**src/hw/rtl/i2p_pkg.sv**
```systemverilog
// Shared codes, character constants and helpers for the infix to postfix converter.
package i2p_pkg;

    // Operator stack entry codes
    localparam logic [2:0] OP_OPEN = 3'd0;
    localparam logic [2:0] OP_ADD  = 3'd1;
    localparam logic [2:0] OP_SUB  = 3'd2;
    localparam logic [2:0] OP_MUL  = 3'd3;
    localparam logic [2:0] OP_DIV  = 3'd4;
    localparam logic [2:0] OP_POW  = 3'd5;
    localparam logic [2:0] OP_NONE = 3'd7;

    // Characters with a meaning of their own
    localparam logic [7:0] CH_HASH  = 8'h23;
    localparam logic [7:0] CH_OPEN  = 8'h28;
    localparam logic [7:0] CH_CLOSE = 8'h29;
    localparam logic [7:0] CH_MUL   = 8'h2A;
    localparam logic [7:0] CH_ADD   = 8'h2B;
    localparam logic [7:0] CH_SUB   = 8'h2D;
    localparam logic [7:0] CH_DIV   = 8'h2F;
    localparam logic [7:0] CH_POW   = 8'h5E;

    // Result status codes
    localparam logic [1:0] ST_OK    = 2'd0;
    localparam logic [1:0] ST_OVF   = 2'd1;
    localparam logic [1:0] ST_CLOSE = 2'd2;
    localparam logic [1:0] ST_OPEN  = 2'd3;

    typedef struct packed {
        logic [7:0] out_symbol;
        logic       symbol_valid;
        logic       last;
        logic [1:0] status;
    } res_t;

    function automatic logic [2:0] char_to_code(input logic [7:0] c);
        logic [2:0] code;
        unique case (c)
            CH_OPEN: code = OP_OPEN;
            CH_ADD:  code = OP_ADD;
            CH_SUB:  code = OP_SUB;
            CH_MUL:  code = OP_MUL;
            CH_DIV:  code = OP_DIV;
            CH_POW:  code = OP_POW;
            default: code = OP_NONE;
        endcase
        return code;
    endfunction

    function automatic logic [7:0] code_to_char(input logic [2:0] code);
        logic [7:0] c;
        unique case (code)
            OP_OPEN: c = CH_OPEN;
            OP_ADD:  c = CH_ADD;
            OP_SUB:  c = CH_SUB;
            OP_MUL:  c = CH_MUL;
            OP_DIV:  c = CH_DIV;
            OP_POW:  c = CH_POW;
            default: c = 8'h00;
        endcase
        return c;
    endfunction

    function automatic logic [1:0] code_prec(input logic [2:0] code);
        logic [1:0] p;
        case (code) inside
            OP_ADD, OP_SUB: p = 2'd1;
            OP_MUL, OP_DIV: p = 2'd2;
            OP_POW:         p = 2'd3;
            default:        p = 2'd0;
        endcase
        return p;
    endfunction

endpackage

```
**src/hw/rtl/i2p_sym_if.sv**
```systemverilog
// Input channel: one character per request.
interface i2p_sym_if;
    logic       valid;
    logic       ready;
    logic [7:0] symbol;

    modport source (output valid, output symbol, input ready);
    modport sink (input valid, input symbol, output ready);
endinterface

```
**src/hw/rtl/i2p_res_if.sv**
```systemverilog
// Output channel: one postfix result item per request.
interface i2p_res_if;
    logic       valid;
    logic       ready;
    logic [7:0] out_symbol;
    logic       symbol_valid;
    logic       last;
    logic [1:0] status;

    modport source (output valid, output out_symbol, output symbol_valid, output last,
                    output status, input ready);
    modport sink (input valid, input out_symbol, input symbol_valid, input last,
                  input status, output ready);
endinterface

```
**src/hw/rtl/i2p_stack_mem.sv**
```systemverilog
// Operator stack storage: one write port, one registered read port.
module i2p_stack_mem #(
    parameter int DEPTH = 32,
    localparam int AW = (DEPTH > 1) ? $clog2(DEPTH) : 1
) (
    input  logic          clk,
    input  logic          we,
    input  logic [AW-1:0] waddr,
    input  logic [2:0]    wdata,
    input  logic          re,
    input  logic [AW-1:0] raddr,
    output logic [2:0]    rdata
);

    logic [2:0] mem_reg [DEPTH];
    logic [2:0] rdata_reg;

    always_ff @(posedge clk)
    begin
        if (we)
        begin
            mem_reg[waddr] <= wdata;
        end
        if (re)
        begin
            rdata_reg <= mem_reg[raddr];
        end
    end

    assign rdata = rdata_reg;

endmodule

```
**src/hw/rtl/i2p_out_stage.sv**
```systemverilog
// Output register between the converter core and the result channel.
module i2p_out_stage (
    input  logic           clk,
    input  logic           rst_n,
    input  logic           wr,
    input  i2p_pkg::res_t  item,
    output logic           free,
    output logic           valid,
    input  logic           ready,
    output i2p_pkg::res_t  data
);
    import i2p_pkg::*;

    logic valid_reg;
    logic valid_next;
    res_t data_reg;

    assign free = !valid_reg || ready;

    always_comb
    begin
        valid_next = valid_reg;
        if (wr)
        begin
            valid_next = 1'b1;
        end
        else if (ready)
        begin
            valid_next = 1'b0;
        end
    end

    always_ff @(posedge clk or negedge rst_n)
    begin
        if (!rst_n)
        begin
            valid_reg <= 1'b0;
        end
        else
        begin
            valid_reg <= valid_next;
        end
    end

    always_ff @(posedge clk)
    begin
        if (wr)
        begin
            data_reg <= item;
        end
    end

    assign valid = valid_reg;
    assign data  = data_reg;

endmodule

```
**src/hw/rtl/i2p_ctrl.sv**
```systemverilog
// Sequencer: decodes a character, pops and pushes the stack, forms result items.
module i2p_ctrl #(
    parameter int DEPTH = 32,
    localparam int AW = (DEPTH > 1) ? $clog2(DEPTH) : 1,
    localparam int CW = $clog2(DEPTH + 1)
) (
    input  logic           clk,
    input  logic           rst_n,
    input  logic           in_valid,
    output logic           in_ready,
    input  logic [7:0]     symbol,
    output logic           mem_we,
    output logic [AW-1:0]  mem_waddr,
    output logic [2:0]     mem_wdata,
    output logic           mem_re,
    output logic [AW-1:0]  mem_raddr,
    input  logic [2:0]     mem_rdata,
    input  logic           out_free,
    output logic           out_wr,
    output i2p_pkg::res_t  out_item
);
    import i2p_pkg::*;

    localparam logic S_IDLE = 1'b0;
    localparam logic S_STEP = 1'b1;

    logic          state_reg, state_next;
    logic [CW-1:0] count_reg, count_next;
    logic [CW-1:0] open_reg, open_next;
    logic [2:0]    top_reg, top_next;
    logic          use_mem_reg, use_mem_next;
    logic [7:0]    sym_reg, sym_next;
    logic [2:0]    code_reg, code_next;
    logic [1:0]    status_reg, status_next;
    logic          pend_valid_reg, pend_valid_next;
    logic [7:0]    pend_sym_reg, pend_sym_next;

    logic       [2:0] top_cur;
    logic             nonempty;
    logic             full;
    logic       [2:0] in_code;
    logic             in_pops;
    logic             step_pops;
    logic             do_pop;
    logic             pop_emit;
    logic             finish;
    logic             do_push;

    // Top entry is cached after a push, or sits in the read register after a pop
    assign top_cur  = use_mem_reg ? mem_rdata : top_reg;
    assign nonempty = (count_reg != '0);
    assign full     = (count_reg == CW'(DEPTH));
    assign in_code  = char_to_code(symbol);
    assign in_pops  = nonempty && (top_cur != OP_OPEN)
                      && (code_prec(top_cur) >= code_prec(in_code));
    assign step_pops = nonempty && (top_cur != OP_OPEN)
                      && (code_prec(top_cur) >= code_prec(code_reg));
    assign in_ready = (state_reg == S_IDLE);

    always_comb
    begin
        do_pop   = 1'b0;
        pop_emit = 1'b0;
        finish   = 1'b0;
        do_push  = 1'b0;
        if (state_reg == S_STEP && out_free)
        begin
            if (sym_reg == CH_HASH)
            begin
                do_pop   = nonempty;
                pop_emit = nonempty && (top_cur != OP_OPEN);
                finish   = !nonempty;
            end
            else if (sym_reg == CH_CLOSE)
            begin
                do_pop   = nonempty;
                pop_emit = nonempty && (top_cur != OP_OPEN);
                finish   = !nonempty || (top_cur == OP_OPEN);
            end
            else if (code_reg == OP_NONE)
            begin
                finish = 1'b1;
            end
            else if (code_reg != OP_OPEN && step_pops)
            begin
                do_pop   = 1'b1;
                pop_emit = 1'b1;
            end
            else
            begin
                finish  = 1'b1;
                do_push = !full;
            end
        end
    end

    always_comb
    begin
        state_next      = state_reg;
        count_next      = count_reg;
        open_next       = open_reg;
        top_next        = top_reg;
        use_mem_next    = use_mem_reg;
        sym_next        = sym_reg;
        code_next       = code_reg;
        status_next     = status_reg;
        pend_valid_next = pend_valid_reg;
        pend_sym_next   = pend_sym_reg;
        mem_we          = 1'b0;
        mem_waddr       = AW'(count_reg);
        mem_wdata       = code_reg;
        mem_re          = 1'b0;
        mem_raddr       = AW'(count_reg - CW'(2));
        out_wr          = 1'b0;
        out_item        = '{out_symbol: pend_sym_reg, symbol_valid: 1'b1, last: 1'b0,
                            status: status_reg};

        unique case (state_reg)
            S_IDLE:
            begin
                if (in_valid)
                begin
                    sym_next    = symbol;
                    code_next   = in_code;
                    status_next = ST_OK;
                    if (symbol == CH_HASH)
                    begin
                        if (open_reg != '0)
                        begin
                            status_next = ST_OPEN;
                        end
                    end
                    else if (symbol == CH_CLOSE)
                    begin
                        if (open_reg == '0)
                        begin
                            status_next = ST_CLOSE;
                        end
                    end
                    else if (in_code == OP_OPEN)
                    begin
                        if (full)
                        begin
                            status_next = ST_OVF;
                        end
                    end
                    else if (in_code != OP_NONE)
                    begin
                        // only a first pop can free a slot in a full stack
                        if (full && !in_pops)
                        begin
                            status_next = ST_OVF;
                        end
                    end
                    state_next = S_STEP;
                end
            end
            S_STEP:
            begin
                if (do_pop)
                begin
                    count_next   = count_reg - CW'(1);
                    mem_re       = (count_reg > CW'(1));
                    use_mem_next = 1'b1;
                    if (top_cur == OP_OPEN)
                    begin
                        open_next = open_reg - CW'(1);
                    end
                end
                if (pop_emit)
                begin
                    // a held item goes out once another one is known to follow
                    out_wr          = pend_valid_reg;
                    pend_valid_next = 1'b1;
                    pend_sym_next   = code_to_char(top_cur);
                end
                if (do_push)
                begin
                    mem_we       = 1'b1;
                    top_next     = code_reg;
                    use_mem_next = 1'b0;
                    count_next   = count_reg + CW'(1);
                    if (code_reg == OP_OPEN)
                    begin
                        open_next = open_reg + CW'(1);
                    end
                end
                if (finish)
                begin
                    out_wr = 1'b1;
                    if (code_reg == OP_NONE && sym_reg != CH_HASH && sym_reg != CH_CLOSE)
                    begin
                        out_item = '{out_symbol: sym_reg, symbol_valid: 1'b1, last: 1'b1,
                                     status: status_reg};
                    end
                    else if (pend_valid_reg)
                    begin
                        out_item = '{out_symbol: pend_sym_reg, symbol_valid: 1'b1,
                                     last: 1'b1, status: status_reg};
                    end
                    else
                    begin
                        out_item = '{out_symbol: 8'h00, symbol_valid: 1'b0, last: 1'b1,
                                     status: status_reg};
                    end
                    pend_valid_next = 1'b0;
                    state_next      = S_IDLE;
                end
            end
            default:
            begin
                state_next = S_IDLE;
            end
        endcase
    end

    always_ff @(posedge clk or negedge rst_n)
    begin
        if (!rst_n)
        begin
            state_reg      <= S_IDLE;
            count_reg      <= '0;
            open_reg       <= '0;
            use_mem_reg    <= 1'b0;
            pend_valid_reg <= 1'b0;
        end
        else
        begin
            state_reg      <= state_next;
            count_reg      <= count_next;
            open_reg       <= open_next;
            use_mem_reg    <= use_mem_next;
            pend_valid_reg <= pend_valid_next;
        end
    end

    always_ff @(posedge clk)
    begin
        top_reg      <= top_next;
        sym_reg      <= sym_next;
        code_reg     <= code_next;
        status_reg   <= status_next;
        pend_sym_reg <= pend_sym_next;
    end

endmodule

```
**src/hw/rtl/infix_to_postfix_converter_unit.sv**
```systemverilog
// Infix to postfix converter: the shunting-yard top level.
// Takes one character per request and returns postfix characters, one per result request,
// the last one of each input marked by last; an input that emits nothing returns a single
// item with symbol_valid low that carries its status. Pending operators live in a
// STACK_DEPTH-entry memory with one write and one registered read port; the top entry is
// also cached so a push needs no read. An input is accepted, then each stack entry it
// pops takes a step of its own (one memory read each), then a finishing step follows; the
// result channel holding ready low stalls these steps. A ')' that finds its '(' pops the
// '(' in the finishing step. An operand is accepted and then finished. The result sits in
// an output register, so the next character can be taken while the last result of the
// previous one still waits. No clearing pass after reset.
module infix_to_postfix_converter_unit #(
    parameter int STACK_DEPTH = 32
) (
    input  logic      clk,
    input  logic      rst_n,
    i2p_sym_if.sink   chars,
    i2p_res_if.source postfix
);
    import i2p_pkg::*;

    localparam int AW = (STACK_DEPTH > 1) ? $clog2(STACK_DEPTH) : 1;

    logic          mem_we;
    logic [AW-1:0] mem_waddr;
    logic [2:0]    mem_wdata;
    logic          mem_re;
    logic [AW-1:0] mem_raddr;
    logic [2:0]    mem_rdata;
    logic          out_free;
    logic          out_wr;
    res_t          out_item;
    res_t          out_data;

    i2p_stack_mem #(.DEPTH(STACK_DEPTH)) u_mem (
        .clk   (clk),
        .we    (mem_we),
        .waddr (mem_waddr),
        .wdata (mem_wdata),
        .re    (mem_re),
        .raddr (mem_raddr),
        .rdata (mem_rdata)
    );

    i2p_ctrl #(.DEPTH(STACK_DEPTH)) u_ctrl (
        .clk       (clk),
        .rst_n     (rst_n),
        .in_valid  (chars.valid),
        .in_ready  (chars.ready),
        .symbol    (chars.symbol),
        .mem_we    (mem_we),
        .mem_waddr (mem_waddr),
        .mem_wdata (mem_wdata),
        .mem_re    (mem_re),
        .mem_raddr (mem_raddr),
        .mem_rdata (mem_rdata),
        .out_free  (out_free),
        .out_wr    (out_wr),
        .out_item  (out_item)
    );

    i2p_out_stage u_out (
        .clk   (clk),
        .rst_n (rst_n),
        .wr    (out_wr),
        .item  (out_item),
        .free  (out_free),
        .valid (postfix.valid),
        .ready (postfix.ready),
        .data  (out_data)
    );

    assign postfix.out_symbol   = out_data.out_symbol;
    assign postfix.symbol_valid = out_data.symbol_valid;
    assign postfix.last         = out_data.last;
    assign postfix.status       = out_data.status;

endmodule

```
**src/flat_wrapper.sv**
```systemverilog
// flat-port wrapper written by rule: the top's interface ports become plain ports
module infix_to_postfix_converter_unit_flat import i2p_pkg::*;
#(
    parameter int STACK_DEPTH = 32
)
  (clk, rst_n, chars_valid, chars_symbol, chars_ready, postfix_valid, postfix_out_symbol, postfix_symbol_valid, postfix_last, postfix_status, postfix_ready);
  i2p_sym_if chars_i ();
  i2p_res_if postfix_i ();
  input  logic clk;
  input  logic rst_n;
  input wire logic [$bits(chars_i.valid)-1:0] chars_valid;
  input wire logic [$bits(chars_i.symbol)-1:0] chars_symbol;
  output wire logic [$bits(chars_i.ready)-1:0] chars_ready;
  output wire logic [$bits(postfix_i.valid)-1:0] postfix_valid;
  output wire logic [$bits(postfix_i.out_symbol)-1:0] postfix_out_symbol;
  output wire logic [$bits(postfix_i.symbol_valid)-1:0] postfix_symbol_valid;
  output wire logic [$bits(postfix_i.last)-1:0] postfix_last;
  output wire logic [$bits(postfix_i.status)-1:0] postfix_status;
  input wire logic [$bits(postfix_i.ready)-1:0] postfix_ready;
  assign chars_i.valid = chars_valid;
  assign chars_i.symbol = chars_symbol;
  assign chars_ready = chars_i.ready;
  assign postfix_valid = postfix_i.valid;
  assign postfix_out_symbol = postfix_i.out_symbol;
  assign postfix_symbol_valid = postfix_i.symbol_valid;
  assign postfix_last = postfix_i.last;
  assign postfix_status = postfix_i.status;
  assign postfix_i.ready = postfix_ready;
  infix_to_postfix_converter_unit #(.STACK_DEPTH(STACK_DEPTH)) u_core (.clk(clk), .rst_n(rst_n), .chars(chars_i), .postfix(postfix_i));
endmodule
```
**config.mk**
```make
export PLATFORM = sky130hd
export DESIGN_NAME = infix_to_postfix_converter_unit_flat
export DESIGN_NICKNAME = d
export VERILOG_FILES = /design/src/hw/rtl/i2p_pkg.sv /design/src/hw/rtl/i2p_sym_if.sv /design/src/hw/rtl/i2p_res_if.sv /design/src/hw/rtl/i2p_stack_mem.sv /design/src/hw/rtl/i2p_out_stage.sv /design/src/hw/rtl/i2p_ctrl.sv /design/src/hw/rtl/infix_to_postfix_converter_unit.sv /design/src/flat_wrapper.sv
export SDC_FILE = /design/constraint.sdc
export NUM_CORES = 1
export LEC_CHECK = 0
export BUFFER_PORTS_ARGS = -buffer_cell sky130_fd_sc_hd__buf_2
export CAP_MARGIN = 20
export CORE_MARGIN = 1.5
export CORE_UTILIZATION = 56
export DETAILED_ROUTE_END_ITERATION = 6
export GPL_TIMING_DRIVEN = 0
export MAX_ROUTING_LAYER = met4
export PLACE_DENSITY = 0.73
export SYNTH_ARGS = -nofsm -noshare
export SYNTH_HDL_FRONTEND = slang
export SYNTH_SLANG_ARGS = --single-unit
```
**constraint.sdc**
```tcl
create_clock -name clk -period 4.1 [get_ports clk]
set_input_delay 0.615 -clock clk [delete_from_list [all_inputs] [get_ports clk]]
set_output_delay 0.615 -clock clk [all_outputs]
set_load 0.01 [all_outputs]
```
# After elaboration in Yosys (flattened, before gate mapping)
# Memory sizes are Yosys's and may differ from the RTL's. A register that Yosys moved wholly into a read port is not among the register bits.
# Cells that the tools add are included.
op_classes:
  bitwise: 2
  n_mux: 66
  n_lt_le_gt_ge: 3
  n_eq_ne: 30
  addsub: 5
  n_reduce_logical: 38
op_table:
  columns: ["cell", "n"]
  rows:
  - ["8-bit by 6-bit equality test with 1-bit output, second input constant", 9]
  - ["12-bit 2-to-1 mux", 4]
  - ["7-bit case mux with 6 select lines", 1]
  - ["1-bit 2-to-1 mux", 38]
  - ["6-bit 2-to-1 mux", 6]
  - ["2-bit 2-to-1 mux", 14]
  - ["3-bit equality test, second input constant", 7]
  - ["3-bit by 2-bit equality test with 1-bit output, second input constant", 6]
  - ["3-bit case mux with 6 select lines", 1]
  - ["8-bit by 6-bit != test with 1-bit output, second input constant", 2]
  - ["6-bit by 1-bit adder with 6-bit output, second input constant", 2]
  - ["2-bit AND reduction", 6]
  - ["6-bit nonzero test", 2]
  - ["2-bit OR reduction", 6]
  - ["6-bit by 1-bit subtractor with 6-bit output, second input constant", 2]
  - ["3-bit by 1-bit equality test with 1-bit output, second input constant", 3]
  - ["3-bit logical NOT", 3]
  - ["8-bit by 7-bit equality test with 1-bit output, second input constant", 1]
  - ["1-bit logical AND", 8]
  - ["6-bit equality test, second input constant", 1]
  - ["6-bit by 1-bit > comparator with 1-bit output, second input constant", 1]
  - ["6-bit logical NOT", 1]
  - ["2-bit nonzero test", 3]
  - ["3-bit nonzero test", 2]
  - ["other kinds (9)", 15]
totals:
  n_memories: 1
  out_inout_bits: 14
  elab_cells: 160
  input_bits: 12
  regBits: 52
  mem_bits_rw: 96
mem_list:
  columns: ["name", "words", "word_bits", "read_ports", "rd_clocked_by_memory_dff", "wr", "line_no", "text"]
  rows:
  - ["u_core.u_mem.mem_reg", 32, 3, 1, 1, 1, "i2p_stack_mem.sv:15", "logic [2:0] mem_reg [DEPTH];"]

# Depth between registers and ports, before layout
depth:
  depth_word: 17
  mapped_depth: 12
  ltp_nobuf: 11

# Hierarchy
# A second synthesis with hierarchy kept.
hier_totals:
  cells_unflattened: 447
  hier_area_um2: 6872.8
by_module_without_submodules:
  columns: ["module", "cells_per_inst", "instances", "seq_area_each_um2", "area_per_inst_um2"]
  rows:
  - ["i2p_stack_mem", 185, 1, 2972.9, 3946.3]
  - ["i2p_ctrl", 247, 1, 1036.0, 2518.7]
  - ["i2p_out_stage", 15, 1, 385.4, 407.9]

# Least setup slack after synthesis
# Ideal clock, no wire load.
synth_timing:
  kind: "flip-flop to flip-flop"
  startpoint: "reg u_core.u_ctrl.use_mem_reg"
  endpoint: "mem u_core.u_mem.mem_reg[27][0], enable pin"
  required_time_ns: 3.755
  arrival_ns: 2.904
  setup_slack_ns: 0.851
  setup_time_ns: 0.345
  period_less_slack_ns: 3.249
  path_buffers: 2
  stages_incl_launch_ff: 13
  cell_sequence: "dfrtp_1 buf_2 mux2i_1 nand3_1 o21a_1 ha_1 nand2b_1 a21oi_1 nor4_1 nor4_4 buf_6 nand2_4 nor3_1"
synth_between:
  elab_chain_cells: 17
  word_cells_on_any_way: 25
  classes_between: "order compare: 1; eq/ne: 5; mux: 13; reduce/logical: 6"
synth_lines:
  columns: ["item", "line_no", "text"]
  rows:
  - ["start: declaration", "i2p_ctrl.sv:31", "logic use_mem_reg, use_mem_next;"]
  - ["start signal: assignment", "i2p_ctrl.sv:232", "use_mem_reg <= use_mem_next;"]
  - ["3-bit 2-to-1 mux *", "i2p_ctrl.sv:50", "assign top_cur = use_mem_reg ? mem_rdata : top_reg;"]
  - ["3-bit equality test / 3-bit by 2-bit equality test with 1-bit output (equally long branches)", "i2p_ctrl.sv:57", "&& (code_prec(top_cur) >= code_prec(code_reg));"]
  - ["2-bit 2-to-1 mux / 2-bit OR reduction (equally long branches)", "i2p_pkg.sv:66", "case (code) inside"]
  - ["2-bit 2-to-1 mux (2 in series)", "i2p_pkg.sv:66", null]
  - ["2-bit greater-or-equal comparator", "i2p_ctrl.sv:57", null]
  - ["1-bit logical AND *", "i2p_ctrl.sv:57", null]
  - ["1-bit logical AND *", "i2p_ctrl.sv:84", "else if (code_reg != OP_OPEN && step_pops)"]
  - ["1-bit 2-to-1 mux *", "i2p_ctrl.sv:84", null]
  - ["1-bit 2-to-1 mux *", "i2p_ctrl.sv:80", "else if (code_reg == OP_NONE)"]
  - ["1-bit 2-to-1 mux *", "i2p_ctrl.sv:74", "else if (sym_reg == CH_CLOSE)"]
  - ["1-bit 2-to-1 mux *", "i2p_ctrl.sv:68", "if (sym_reg == CH_HASH)"]
  - ["1-bit 2-to-1 mux *", "i2p_ctrl.sv:66", "if (state_reg == S_STEP && out_free)"]
  - ["1-bit 2-to-1 mux *", "i2p_ctrl.sv:177", "if (do_push)"]
  - ["1-bit 2-to-1 mux *", "i2p_ctrl.sv:118", "unique case (state_reg)"]
  - ["named net u_core.mem_we", "infix_to_postfix_converter_unit.sv:24", "logic mem_we;"]
  - ["1-bit 2-to-1 mux *", "i2p_stack_mem.sv:20", "if (we)"]
  - ["1-bit 2-to-1 mux (implied by the code) *", "i2p_stack_mem.sv:22", "mem_reg[waddr] <= wdata;"]
  - ["end: declaration", "i2p_stack_mem.sv:15", null]
# The timed path passes the listed nets; every way through them passes the cells marked *.

# Final worst setup path
layout_timing:
  startpoint: "reg u_core.u_ctrl.use_mem_reg"
  endpoint: "mem u_core.u_mem.mem_reg[26][0], enable pin"
# The elaborated chain is that of the path after synthesis.

==> metrics.md <==
| Metric | Value |
|---|---|
| Htree depth | 4 |
| Max_slew headroom | 0.5069 |
| EDFF count, synth | 133 |
| Gate Count Post-Synth | 428 |
| Maxcap violations | 0 |
| Synthesized flop and latch total | 149 |
| Cells after DPL | 602 |
| Post-synthesis async set-or-reset flop share | 0.1074 |
| Share of layout cells above drive strength 1 | 0.2597 |
| FMAX | 263.7 MHz |
| Die W | 113.0 um |
| 1st-iter DRT viols | 289 |
| Core area | 11910 um2 |
| # fillers | 828 |
| Pre-CTS WS | -82.41 ps |
| Final Power | 5.186 mW |
| Crit Path Max Fanout | 12 |
| Dominant synthesized flop cell | edfxtp_1 |
| Startpoint Class | register |
| Ant diodes | 0 |
| Commonest cells in the netlist | 133 x edfxtp_1, 47 x nor2_1, 30 x mux4_2 |
| Sequential area share after synthesis | 0.6481 |
| First-pass GRT wire length | 20.61 mm |
| Via count | 3820 |
| Ranking of synthesized cells by area | edfxtp_1 59%, mux4_2 10%, dfrtp_1 5.9% |
| Crit Path Category | reg2reg |
| Final setup margin | 307.8 ps |
| CTS buffer count | 17 |
| Vias in the first global route | 3837 |
| PD cells | 666.6 nW/um2 |
| Clk buf depth | 2 |
| CTS tree | built |
| Die Y-Extent | 113.0 um |
| Routed WL | 12.89 mm |
| Average wire per standard cell | 20.27 um |
| Rows | 40 |
| Vias per cell | 6.006 |
| Fin Setup TNS | 0 ps |
| Synth top area share | 0.5890 |
| RSZ-0062 raised after global routing | no |
| Placed Area | 7144 um2 |
| Fin. Hold Viols | 0 |
| Nets | 503 |
| Mapped Nets | 455 |
| Design Area, Final | 7780 um2 |
| Yosys warns | 0 |
| Io pins | 26 |
| CP endpoint kind | register |
| DR DRC count | 0 |
| Distinct cells, synth | 65 |
| Leakage power | 2.710 nW |
| Clk_skew | 7.713 ps |
| Period utilization | 0.9249 |
| CP Data Required Time | 4150 ps |
| DP HPWL | 8.769 mm |
| Leading area contributor after synthesis | edfxtp_1 |
| Worst-margin pin slew | 734.4 ps |
| # setup viols final | 0 |
| Util after Layout | 0.6532 |
| Average size of a mapped cell | 15.84 um2 |
| Slew Limit Fails | 0 |
| Outcome | completed |
| Final ANT Viol Nets | 0 |
| Buffers on Ports | 25 |
| Antenna violations before repair | 0 |
| Synthesized area | 6780 um2 |
| Initial core utilization | 0.5692 |
| Largest register FFs | 96 |
| Maximum vdd drop | 0.0004113 V |
| Worst-Skew Late Latency | 420 ps |
| Hold_buf cts | 0 |
| Tot GR Track Use | 0.2268 |
| DR pass1 iterations | 5 |
| Die footprint | 12780 um2 |
| Clock root buffer master | clkbuf_16 |
| Top-count cell post-synth | edfxtp_1 |
| GPL Wtd Cong | 0.8155 |
| Overflow left after global routing | 0 |
| Worst-path clk slew | 60 ps |
| Arrival time worst endpoint | 3840 ps |
| Layout area overhead | 14.74% |
| Clock sink count | 149 |
| Largest net degree at the start of global routing | 40 |
| Worst Hold Class | in2async |
| Fin crit period | 3792 ps |
| Final cell count without fillers | 636 |
| Hold Slack | 134.1 ps |
[critical path, cell delays in order, from the launching register on]
cell	delay, ps
dfrtp_1	330
buf_2	240
mux2i_2	400
nand3_1	160
o21a_1	170
ha_1	290
nand2b_1	140
a21oi_1	390
nor4_1	150
nor4_4	350
buf_6	250
nand2_4	130
nor3_1	440
[layer usage]
metal	share of wire	track usage	vias up
met1	0.44	0.2997	1930
li1	-	-	1768
met5	0	-	-
met2	0.50	0.3535	107
met3	0.049	0.05838	15
met4	0.012	0.06583	0
[cell type report]
cell class / instances / area, um2 / share of cell area
timing repair buffer: 29 / 215.2 / 0.02766
inverter: 9 / 33.78 / 0.004342
tap: 147 / 183.9 / 0.02364
clock inverter: 12 / 153.9 / 0.01978
buffer: 15 / 93.84 / 0.01206
multi-input combinational: 255 / 2268 / 0.2916
clock buffer: 20 / 436.7 / 0.05613
sequential: 149 / 4394 / 0.5648
[power by group]
| part | total [mW] | switching, mW | internal [mW] |
|---|---|---|---|
| Combinational | 1.68 | 0.909 | 0.774 |
| Clock | 1.54 | 0.588 | 0.956 |
| Sequential | 1.96 | 0.0959 | 1.86 |
| Total | 5.19 | 1.59 | 3.59 |
[kinds of logic after synthesis]
group	count (synthesis)	share of synthesized area
simple gates	138	0.1126
buf+inv	24	0.01864
mux	41	0.1172
fa+ha+maj	15	0.02768
compound gates	45	0.05518
xor+xnor	16	0.02067
flops	149	0.6481
[final timing paths]
path / from / to / slack [ps] / depth (start not counted)
max in group asynchronous: rst_n / u_core.u_ctrl.open_reg[2] / 3650 / 1
min in group clk: chars_symbol[7] / u_core.u_ctrl.sym_reg[7] / 410 / 1
max: u_core.u_ctrl.use_mem_reg / u_core.u_mem.mem_reg[26][0] / 310 / 12
max reg2reg: u_core.u_ctrl.use_mem_reg / u_core.u_mem.mem_reg[26][0] / 310 / 12
min reg2reg: u_core.u_ctrl.status_reg[0] / u_core.u_out.data[0] / 420 / 0
min: rst_n / u_core.u_ctrl.state_reg / 130 / 1
[cell usage in the layout (no fill, tap or decap), types with 6 or more instances in the layout]
cell       synthesis  routed
clkbuf_1           7       9
clkbuf_16          0      17
ha_1              15      15
nor3_1             9       8
nor2_1            47      47
o21ai_0            6       6
mux2_2             7       7
mux4_2            30      30
edfxtp_1         133     133
dfrtp_1           16      16
xnor2_1           11      11
nand2_1           24      24
nand3_1            8       8
inv_1              9       9
buf_2              2      27
[repair_timing]
item | in CTS | in global routing
pin swaps | 0 | 0
endpoints found under the setup margin | 12 | 18
buffers inserted | 0 | 0
resized for setup | 1 | 3
endpoints found under the hold margin | 0 | 0
Power figures use the tool's default switching activity.
